[src/rtl/core/ame_pkg.sv]
// Shared constants and types for the accumulator machine executor.
`timescale 1ns / 1ps

package ame_pkg;

  localparam int DATA_WORDS = 1024;
  localparam int MAX_STRING = 63;
  localparam int ADDR_W     = $clog2(DATA_WORDS);
  localparam int CNT_W      = $clog2(MAX_STRING + 1);
  localparam int WORD_W     = 32;

  localparam logic [7:0] OP_LOAD   = 8'h81;
  localparam logic [7:0] OP_STORE  = 8'h82;
  localparam logic [7:0] OP_ADD    = 8'h83;
  localparam logic [7:0] OP_MULT   = 8'h84;
  localparam logic [7:0] OP_STRING = 8'h85;
  localparam logic [7:0] OP_PRINT  = 8'h86;
  localparam logic [7:0] OP_HALT   = 8'h87;
  localparam logic [7:0] OP_IMM    = 8'h90;

  localparam logic [WORD_W-1:0] END_MARK = 32'h0000_005C;

  typedef enum logic [2:0] {
    K_ACC     = 3'd0,
    K_CHAR    = 3'd1,
    K_BADOP   = 3'd2,
    K_BADADDR = 3'd3,
    K_TRUNC   = 3'd4
  } kind_t;

  typedef enum logic {
    ALU_ADD = 1'b0,
    ALU_MUL = 1'b1
  } alu_op_t;

endpackage

[src/rtl/core/ame_alu.sv]
// Registered add / multiply unit for accumulator updates.
`timescale 1ns / 1ps

module ame_alu
  import ame_pkg::*;
(
  input  logic              clk,
  input  logic              en,
  input  alu_op_t           op,
  input  logic [WORD_W-1:0] a,
  input  logic [WORD_W-1:0] b,
  output logic [WORD_W-1:0] result
);

  // low word of the product / sum, wrapping
  always_ff @(posedge clk) begin
    if (en) begin
      case (op)
        ALU_ADD: result <= a + b;
        ALU_MUL: result <= a * b;
        default: result <= a + b;
      endcase
    end
  end

endmodule

[config.mk]
export PLATFORM = sky130hd
export DESIGN_NAME = ame_alu
export DESIGN_NICKNAME = d
export VERILOG_FILES = /design/src/rtl/core/ame_pkg.sv /design/src/rtl/core/ame_alu.sv
export SDC_FILE = /design/constraint.sdc
export NUM_CORES = 1
export LEC_CHECK = 0
export BUFFER_PORTS_ARGS = -buffer_cell sky130_fd_sc_hd__buf_4
export CAP_MARGIN = 40
export CORE_MARGIN = 2
export CORE_UTILIZATION = 49
export DETAILED_ROUTE_END_ITERATION = 8
export PLACE_DENSITY_LB_ADDON = 0.12
export SYNTH_ARGS = -nofsm -noshare
export SYNTH_HDL_FRONTEND = slang
export SYNTH_SLANG_ARGS = --single-unit
[constraint.sdc]
create_clock -name clk -period 16.9 [get_ports clk]
set_input_delay 0 -clock clk [delete_from_list [all_inputs] [get_ports clk]]
set_output_delay 0 -clock clk [all_outputs]
set_load 0.005 [all_outputs]
# == Yosys cells after proc, flatten, opt, wreduce, memory -nomap -nowiden ==
# Index checks and enable logic that the tools add are counted.
# word_totals
in_bits,67
word_cells,5
out_inout_bits,32
regBits,32
# classes
addsub,1
mul,1
bitwise_logic,1
mux,1
# op_table
cell,n
case mux 32 bit (2 select lines),1
adder 32 bit,1
multiplier 32 x 32 -> 32 bit,1
inverter 1 bit,1

# == Logic depth before layout (Yosys ltp) ==
# Gate-level depths: netlist of run 1.
# depth
ltp_word,2
ltp_mapped,28
ltp_nobuf,26

# == Worst setup path before layout of run 1 ==
# OpenSTA, ideal clock, no wires.
# synth_path
path_type,in2reg
start,input a[11]
end,register result[31] (data pin)
n_path_buf,2
stages,26
setup_ps,269
setup_slack_ps,10255
t_arrival_ps,6376
required_time_ps,16631
cell_sequence,clkbuf_1 clkbuf_1 and2_1 fa_1 fa_1 fa_1 inv_1 fa_1 inv_1 fa_1 inv_1 fa_1 inv_1 fa_1 fa_1 ha_1 a21o_1 a21o_1 a21oi_1 o21ai_0 a41oi_2 o21ai_1 a21o_1 a21oi_1 xnor2_1 mux2i_1
# synth_between
elab_chain_len,2
elab_cells_between_ends,3
classes_between,add/sub: 1; mul: 1; mux: 1
# synth_lines
item,line_no,source
"start, declared",ame_alu.sv:10,"input logic [WORD_W-1:0] a,"
multiplier 32 x 32 -> 32 bit or adder 32 bit (tied branches),--,
case mux 32 bit (2 select lines) (*),ame_alu.sv:18,case (op)
"end signal, assigned",ame_alu.sv:19,ALU_ADD: result <= a + b;
"end signal, assigned",ame_alu.sv:20,ALU_MUL: result <= a * b;
"end signal, assigned",ame_alu.sv:21,default: result <= a + b;
"end, declared",ame_alu.sv:12,output logic [WORD_W-1:0] result
# Mark *: on every way between the ends. The rest lies on a longest branch, timed or not.
# A chain may end at the register's enable or synchronous reset.

# == Final worst setup path of run 1 ==
# layout_path
start,input b[12]
end,register result[31] (data pin)
# layout_between
elab_chain_len,2
elab_cells_between_ends,3
classes_between,add/sub: 1; mul: 1; mux: 1
# layout_lines
item,line_no,source
"start, declared",ame_alu.sv:11,"input logic [WORD_W-1:0] b,"
multiplier 32 x 32 -> 32 bit or adder 32 bit (tied branches),--,
case mux 32 bit (2 select lines) (*),ame_alu.sv:18,
# Marks and branches as above.

==> impl_results.md, run 1 <==
* Status: finished, final reports clean
* Nets at 2652
* Final min period at 6.936 ns
* CTS Sinks at 32
* Clk buf depth at 2
* Number of setup buffers added after CTS at 0
* CP delay by family, top: adder cells
* Finish-stage setup viols at 0
* Final period util at 0.4104
* Fin cells at 2492
* # DRC at 0
* RSZ-0062 raised after global routing: false
* Cell Area, Placed at 19350 sq um
* Vias at 13705
* Post-route ant nets at 0
* Routed vias/inst at 5.500
* Buffers on Ports at 98
* Die span in x at 197.7 microns
* Crit-path max FO at 20
* Crit. End Element: flop
* Biggest regs: result (32)
* First-pass GRT wire length at 85.59 mm
* IO Count at 99
* Final instance area at 19490 sq um
* CP Class: in -> reg
* Fin Setup TNS at 0 ns
* Die Height at 197.7 microns
* Tightest Pin Transition at 0.6929 ns
* Mean Syn Cell Area at 9.167 sq um
* Share of layout cells above drive strength 1 at 0.06723
* #FFs+latches synth at 32
* 1st-iter DRT viols at 929
* CTS tree: done
* DP HPWL at 41.86 mm
* Most flop-heavy register: result
* All-Layer GR Usage at 0.2915
* Count of cell types in the netlist at 61
* Yosys Warn Count at 0
* Core ar. at 36790 sq um
* Largest cells by area after synthesis: fa_1 (45%), ha_1 (10%), and2_1 (10%)
* First drt pass iteration count at 5
* WL met2 at 26.46 mm
* H-tree depth at 2
* Data arrival, critical path at 6.94 ns
* Max_cap viols at 0
* WP data required at 16.90 ns
* Largest net degree at the start of global routing at 47
* Starting Density at 0.4996
* Area delta synth->final at 6.039%
* Routed wire length at 53.44 mm
* Count leader, synth: fa_1
* F_max at 144.2 MHz
* Min-Delay Path Class: in -> reg
* Number of buffers created by CTS at 5
* Max reg flops at 32
* Syn_nets at 2635
* Final Hold Viols at 0
* Post-synth EDFFs at 32
* Most used cell, CP: fa_1
* Routed wire per std cell at 21.45 microns
* Row Count at 70
* Startpoint types: input pin
* WL met3 at 2.738 mm
* Max Transition Viols Final at 0
* Post-Syn Area at 18380 sq um
* Dpl cells at 2483
* Root buffer cell: clkbuf_16
* Register area share after synthesis at 0.05228
* Wire length on met1 at 22.83 mm
* Primary FF master, synth: edfxtp_1
* Leading post-synthesis cells by instance count: fa_1 (409), inv_1 (391), and2_1 (302), nand2_1 (260), ha_1 (154)
* Worst setup startpoint: b[12]
* Worst-path cell chain: buf_4 > ha_1 > fa_1 > inv_1 > fa_1 > fa_1 > fa_1 > fa_1 > inv_1 > fa_1 > fa_1 > fa_1 > ha_1 > a22o_1 > o41ai_1 > o21ai_0 > a41oi_2 > o21ai_1 > a21o_1 > a21oi_1 > xnor2_1 > mux2i_1
* Global placer's final weighted congestion at 0.8963
* Async SR Flop Fraction at 0
* Synth Instances at 2005
* Total die area at 39070 sq um
* Post-cts hold buffer count at 0
* Initial antenna violation count at 0
* Crit path buffers/inverters at 3
* Hold wc startpoint: en
* Slowest cell on crit path: fa_1
* Grt total ovfl at 0
* Crit-path max cell delay at 0.59 ns
* Largest area contributor in the netlist: fa_1
* Worst-path clk slew at 0.06 ns
* Relative slew margins at 0.5376
* Vias in the first global route at 14777
* Synth top area share at 0.4455
* Top layer in use: met4
* # resized after CTS at 0
[path summary, 6_finish.rpt]
path	slack, ns	end	cells past startpoint
setup / recovery	9.96	result[31]	22
hold / removal	0.20	result[27]	1
[final cells by class]
class / instances / area, sq um
antenna: 1 / 2.502
inverter: 391 / 1468
timing repair buffer: 98 / 735.7
clock buffer: 6 / 128.9
clock inverter: 2 / 11.26
multi-input combinational: 1494 / 15600
sequential: 32 / 960.9
tap: 468 / 585.6
fill: 3495 / 17300
[metrics by stage]
stage,setup slack [ns],hold WS [ns],util
floorplan,10.25,0.1125,-
global placement,9.703,0.4015,0.5259
detailed placement,9.697,0.3999,0.5259
CTS,9.950,0.2074,0.5297
global route,9.712,0.2125,0.5297
finish,9.964,0.2004,0.5298
[logic make-up (layout without fill, tap and decap cells)]
family | count (synthesis) | count (layout) | synth area share
compound gates | 177 | 177 | 0.06352
fa+ha+maj | 563 | 563 | 0.5503
buf+inv | 479 | 497 | 0.09912
mux | 9 | 9 | 0.005106
flops | 32 | 32 | 0.05228
simple gates | 636 | 636 | 0.1777
xor+xnor | 109 | 109 | 0.05194
other cells | 0 | 1 | 0
[layer usage]
layer  track usage  vias to the layer above
li1              -                     6058
met1        0.4034                     7124
met2        0.5039                      450
met3       0.02066                       73
met4       0.06488                        0
met5             0                        -
[layout by cell type (no fill, tap or decap), drive strengths merged, types with 8 or more instances in the layout]
cell / count
a21o: 21
a211oi: 14
xor2: 35
xnor2: 74
inv: 391
nand2b: 11
a21oi: 43
fa: 409
and2: 305
edfxtp: 32
nand3: 8
nand2: 260
o21ai: 52
ha: 154
nor2: 26
buf: 98
Power of run 1 is not shown: default switching activity piles up to over one toggle a cycle in this logic, so the estimate is an artifact.
==> run 2: changes to the inputs <==
==> constraint.sdc (replaced) <==
create_clock -name clk -period 6.79 [get_ports clk]
set_input_delay 0 -clock clk [delete_from_list [all_inputs] [get_ports clk]]
set_output_delay 0 -clock clk [all_outputs]
set_load 0.005 [all_outputs]
==> run 2 against run 1 <==
Effect of this change: clock-buffer cell count is 1 lower; critical endpoint is now result[30]; critical path type unchanged; routed wire length increased by 1.4%; cell count up 5.1%; largest cell class unchanged.
==> impl_results.md, run 2 (synthesis results as in run 1) <==
* Fin Setup TNS at 0 ns (unchanged)
* Core ar. at 36790 sq um (unchanged)
* Finish-stage setup viols at 0 (unchanged)
* First drt pass iteration count at 5 (unchanged)
* Slowest cell on crit path: fa_1
* Most used cell, CP: fa_1
* Total die area at 39070 sq um (unchanged)
* Dpl cells at 2609 (+5.1%)
* Biggest regs: result (32)
* Buffers on Ports at 98 (unchanged)
* Starting Density at 0.4996 (unchanged)
* Worst setup margin at 0.2364 ns (-9.727 ns)
* WP data required at 6.79 ns (-10.11 ns)
* Post-route ant nets at 0 (unchanged)
* Routed wire per std cell at 20.68 microns (-3.6%)
* # DRC at 0 (unchanged)
* Most flop-heavy register: result
* Data arrival, critical path at 6.55 ns (-0.39 ns)
* Final period util at 0.9652
* H-tree depth at 2 (unchanged)
* Root buffer cell: clkbuf_16
* Largest net degree at the start of global routing at 47 (unchanged)
* Area delta synth->final at 12.70%
* Crit-path max FO at 11 (-45%)
* Row Count at 70 (unchanged)
* Vias at 14021 (+2.3%)
* Cell Area, Placed at 20370 sq um (+5.3%)
* Post-cts hold buffer count at 0 (unchanged)
* Final instance area at 20710 sq um (+6.3%)
* Max_cap viols at 0 (unchanged)
* Max reg flops at 32 (unchanged)
* First-pass GRT wire length at 86.59 mm (+1.2%)
* Die Height at 197.7 microns (unchanged)
* Global placer's final weighted congestion at 0.9647 (+7.6%)
* Vias in the first global route at 15344 (+3.8%)
* Fin cells at 2620 (+5.1%)
* Routed wire length at 54.19 mm (+1.4%)
* 1st-iter DRT viols at 857 (-7.8%)
* Number of buffers created by CTS at 5 (unchanged)
* Crit. End Element: flop
* CTS tree: done
* CP delay by family, top: adder cells
* Worst slack at placement at -0.1302 ns (-9.827 ns)
* Relative slew margins at 0.5961 (+0.05854)
* Die span in x at 197.7 microns (unchanged)
* Crit path buffers/inverters at 5 (+2)
* Tightest Pin Transition at 0.6052 ns (-0.08771 ns)
* Initial antenna violation count at 2 (+2)
* Share of layout cells above drive strength 1 at 0.1348 (+0.06759)
* Max Transition Viols Final at 0 (unchanged)
* Status: finished, final reports clean
* DP HPWL at 46.39 mm (+11%)
* Most common cell after layout, fill and taps aside: fa_1
* CP Class: in -> reg
* Routed vias/inst at 5.352 (-2.7%)
* Final Hold Viols at 0 (unchanged)
* F_max at 152.6 MHz
* Clk buf depth at 2 (unchanged)
* Most frequent cells in the layout: fa_1 (404), inv_1 (388), and2_1 (299), nand2_1 (260), buf_4 (212)
* Startpoint types: input pin
* Min-Delay Path Class: in -> reg
* Crit-path max cell delay at 0.55 ns (-0.04 ns)
* Worst-path clk slew at 0.06 ns (about the same)
* All-Layer GR Usage at 0.2936 (+0.002114)
* CTS Sinks at 32 (unchanged)
* IO Count at 99 (unchanged)
* Grt total ovfl at 0 (unchanged)
* Worst-path cell chain: buf_4 > and2_1 > fa_1 > inv_1 > fa_1 > fa_1 > fa_1 > inv_1 > fa_1 > fa_1 > fa_1 > fa_1 > ha_1 > buf_4 > and3_4 > o211ai_1 > a21oi_1 > o31ai_2 > buf_4 > a211o_1 > o21ai_2 > a31oi_2 > xor2_1 > mux2i_1
* Nets at 2780 (+4.8%)
* Final min period at 6.554 ns
==> run 2: cell types whose count changed in the layout (fill, tap and decap cells not counted), moves of 5 or more <==
cell / change
buf_12: +6
buf_4: +114
buf_6: +8
fa_1: -5
fa_2: +5
ha_1: -6
ha_4: +6
==> run 2: path summary, 6_finish.rpt <==
check	start	slack (ns)	end	depth (start not counted)
setup / recovery	a[17]	0.24	result[30]	24
hold / removal	en	0.20	result[27]	1
==> run 2: timing repair <==
| item | in CTS | in global routing |
|---|---|---|
| endpoints found under the setup margin | 0 | 5 |
| gates resized for setup | 0 | 34 |
| buffers inserted | 0 | 2 |
==> run 2: final cells by class <==
type                       instances  area [sq um]
fill                            3396         16070
multi-input combinational       1494         15730
timing repair buffer             226          1802
inverter                         391          1468
sequential                        32         960.9
tap                              468         585.6
clock buffer                       5         125.1
clock inverter                     3         37.54
antenna                            1         2.502
==> run 2: per-stage QoR <==
| step | hold WS (ns) | util |
|---|---|---|
| 3_3_place_gp | 0.4000 | 0.5537 |
| 4_1_cts | 0.2112 | 0.5581 |
| 3_5_place_dp | 0.3986 | 0.5537 |
| 2_1_floorplan | 0.1125 | - |
| 5_1_grt | 0.2217 | 0.5631 |
| 6_report | 0.2014 | 0.5631 |
==> run 2: layer usage <==
layer,GRT usage,wire (microns),up-vias
met5,0,0,-
met4,0.08995,2043,0
met3,0.02220,2673,92
met2,0.5153,27080,453
met1,0.3888,22390,7180
li1,-,-,6296
Power of run 2 is left out for the same reason.
==> run 3: changes to the inputs <==
--- a/config.mk
+++ b/config.mk
@@ -5,10 +5,12 @@
 export SDC_FILE = /design/constraint.sdc
 export NUM_CORES = 1
 export LEC_CHECK = 0
+export ABC_AREA = 1
 export BUFFER_PORTS_ARGS = -buffer_cell sky130_fd_sc_hd__buf_4
 export CAP_MARGIN = 40
 export CORE_MARGIN = 2
 export CORE_UTILIZATION = 49
+export CTS_BUF_LIST = sky130_fd_sc_hd__clkbuf_4 sky130_fd_sc_hd__clkbuf_8
 export DETAILED_ROUTE_END_ITERATION = 8
 export PLACE_DENSITY_LB_ADDON = 0.12
 export SYNTH_ARGS = -nofsm -noshare
==> run 3 against run 2 <==
Effect of this change: non-clock buffer count down 100; fmax up 0.81%; sequential share of layout area down 0.059 points; cell area up 1.3%; core utilization down 3.6 points; sequential cell count unchanged; worst hold slack worse by 0.024 ns; setup slack better by 0.053 ns; synthesized cell count up 33%; clock-buffer cell count unchanged; cell count up 23%.
==> impl_results.md, run 3 <==
* Core ar. at 39820 sq um (+8.3%)
* Dpl cells at 3207 (+23%)
* Biggest regs: result (32)
* CTS Sinks at 32 (unchanged)
* Root buffer cell: clkbuf_8
* First-pass GRT wire length at 98.63 mm (+14%)
* Vias in the first global route at 17461 (+14%)
* Primary FF master, synth: edfxtp_1
* Hold wc startpoint: en
* 1st-iter DRT viols at 1279 (+49%)
* Post-route ant nets at 0 (unchanged)
* Area delta synth->final at 6.126%
* Startpoint types: input pin
* Die Height at 204.9 microns (+3.6%)
* Die span in x at 204.9 microns (+3.6%)
* Crit-path max cell delay at 0.56 ns (about the same)
* Crit-path max FO at 21 (+10)
* WL met2 at 28.34 mm (+4.6%)
* Most flop-heavy register: result
* Routed wire per std cell at 19.30 microns (-6.7%)
* Routed vias/inst at 5.200 (-2.8%)
* Max Transition Viols Final at 0 (unchanged)
* Finish-stage setup viols at 0 (unchanged)
* Buffers on Ports at 98 (unchanged)
* Final min period at 6.501 ns (-0.05272 ns)
* Register area share after synthesis at 0.04860 (-0.003680)
* First drt pass iteration count at 7 (+2)
* Data arrival, critical path at 6.56 ns (about the same)
* Yosys Warn Count at 0 (unchanged)
* Relative slew margins at 0.5796 (-0.01648)
* Worst setup startpoint: b[2]
* RSZ-0062 raised after global routing: false
* All-Layer GR Usage at 0.3111 (+0.01748)
* Status: finished, final reports clean
* # DRC at 0 (unchanged)
* Fin Setup TNS at 0 ns (unchanged)
* Wire length on met1 at 27.73 mm (+24%)
* Slowest cell on crit path: fa_1
* Grt total ovfl at 0 (unchanged)
* Most used cell, CP: fa_1
* Nets at 3319 (+19%)
* Initial antenna violation count at 0 (-2)
* Tightest Pin Transition at 0.6299 ns (+0.02469 ns)
* Final period util at 0.9574 (-0.007764)
* Number of buffers created by CTS at 5 (unchanged)
* CP delay by family, top: adder cells
* Count of cell types in the netlist at 49 (-20%)
* Min-Delay Path Class: in -> reg
* WP data required at 6.85 ns (+0.06 ns)
* Total die area at 41970 sq um (+7.4%)
* Row Count at 73 (+4.3%)
* Post-Syn Area at 19770 sq um (+7.6%)
* Final Hold Viols at 0 (unchanged)
* Largest net degree at the start of global routing at 50 (+6.4%)
* Hold depth at 1 (unchanged)
* Max_cap viols at 0 (unchanged)
* Most frequent cells in the layout: inv_1 (791), nand2_1 (749), fa_1 (409), ha_1 (154), buf_4 (119)
* Leading post-synthesis cells by instance count: inv_1 (791), nand2_1 (749), fa_1 (409), ha_1 (154), a21oi_1 (97)
* H-tree depth at 2 (unchanged)
* Most common cell after layout, fill and taps aside: inv_1
* Post-synth EDFFs at 32 (unchanged)
* Final instance area at 20980 sq um (+1.3%)
* Max reg flops at 32 (unchanged)
* Vias at 16714 (+19%)
* Global placer's final weighted congestion at 1.008 (+4.5%)
* Top layer in use: met4
* F_max at 153.8 MHz (+0.81%)
* Synth Instances at 2666 (+33%)
* WL met3 at 4.511 mm (+69%)
* Syn_nets at 3296 (+25%)
* Crit. End Element: flop
* CTS tree: done
* Cell Area, Placed at 20880 sq um (+2.5%)
* Hold Slack at 0.1771 ns (-0.02435 ns)
* Largest area contributor in the netlist: fa_1
* WP depth at 26 (+8.3%)
* Worst-path clk slew at 0.07 ns (about the same)
* Routed wire length at 62.03 mm (+14%)
* Post-cts hold buffer count at 0 (unchanged)
* CP Class: in -> reg
* Clk buf depth at 2 (unchanged)
* Largest cells by area after synthesis: fa_1 (41%), inv_1 (15%), nand2_1 (14%)
* #FFs+latches synth at 32 (unchanged)
* Crit path buffers/inverters at 7 (+2)
* Starting Density at 0.4964 (-0.003176)
* Mean Syn Cell Area at 7.416 sq um (-19%)
* Synth top area share at 0.4142 (-0.03135)
* Antenna Cells at 0 (-1)
* IO Count at 99 (unchanged)
* Fin cells at 3214 (+23%)
* Share of layout cells above drive strength 1 at 0.06396 (-0.07086)
* Async SR Flop Fraction at 0 (unchanged)
* DP HPWL at 49.81 mm (+7.4%)
* Count leader, synth: inv_1
-- run 3: cell type report --
| type | count | area (sq um) |
|---|---|---|
| clock inverter | 2 | 7.507 |
| fill | 3962 | 18840 |
| multi-input combinational | 1724 | 15300 |
| timing repair buffer | 126 | 980.9 |
| inverter | 800 | 3004 |
| sequential | 32 | 960.9 |
| clock buffer | 5 | 68.82 |
| tap | 525 | 656.9 |
-- run 3: final timing paths --
| path | slack (ns) | to |
|---|---|---|
| max | 0.29 | result[26] |
| min | 0.18 | result[26] |
-- run 3: metal layers --
| metal | up-vias | GRT usage |
|---|---|---|
| met5 | - | 0 |
| met3 | 74 | 0.03627 |
| li1 | 7703 | - |
| met2 | 616 | 0.5069 |
| met4 | 0 | 0.06475 |
| met1 | 8321 | 0.4486 |
-- run 3: logic make-up (layout without fill, tap and decap cells) --
| logic type | after synthesis | after routing | share of synthesized area |
|---|---|---|---|
| and+or+nand+nor | 917 | 917 | 0.1868 |
| buffers and inverters | 910 | 933 | 0.1778 |
| adders and majority gates | 563 | 563 | 0.5116 |
| AOI/OAI and AO/OA | 218 | 218 | 0.06360 |
| DFF | 32 | 32 | 0.04860 |
| xor gates and xnor gates | 25 | 25 | 0.01108 |
| muxes | 1 | 1 | 0.0005063 |
-- run 3: per-stage QoR --
step / worst slack (ns) / util
after floorplan: 0.5558 / -
after global placement: -0.1155 / 0.5242
after detailed placement: -0.04706 / 0.5242
after CTS: 0.2112 / 0.5261
after global routing: 0.01075 / 0.5269
final: 0.2891 / 0.5269
-- run 3: timing repair --
| item | in CTS | in global routing |
|---|---|---|
| resized for setup | 0 | 7 |
| endpoints found under the setup margin | 0 | 2 |
| buffers inserted | 0 | 0 |
Power of run 3 is left out for the same reason.
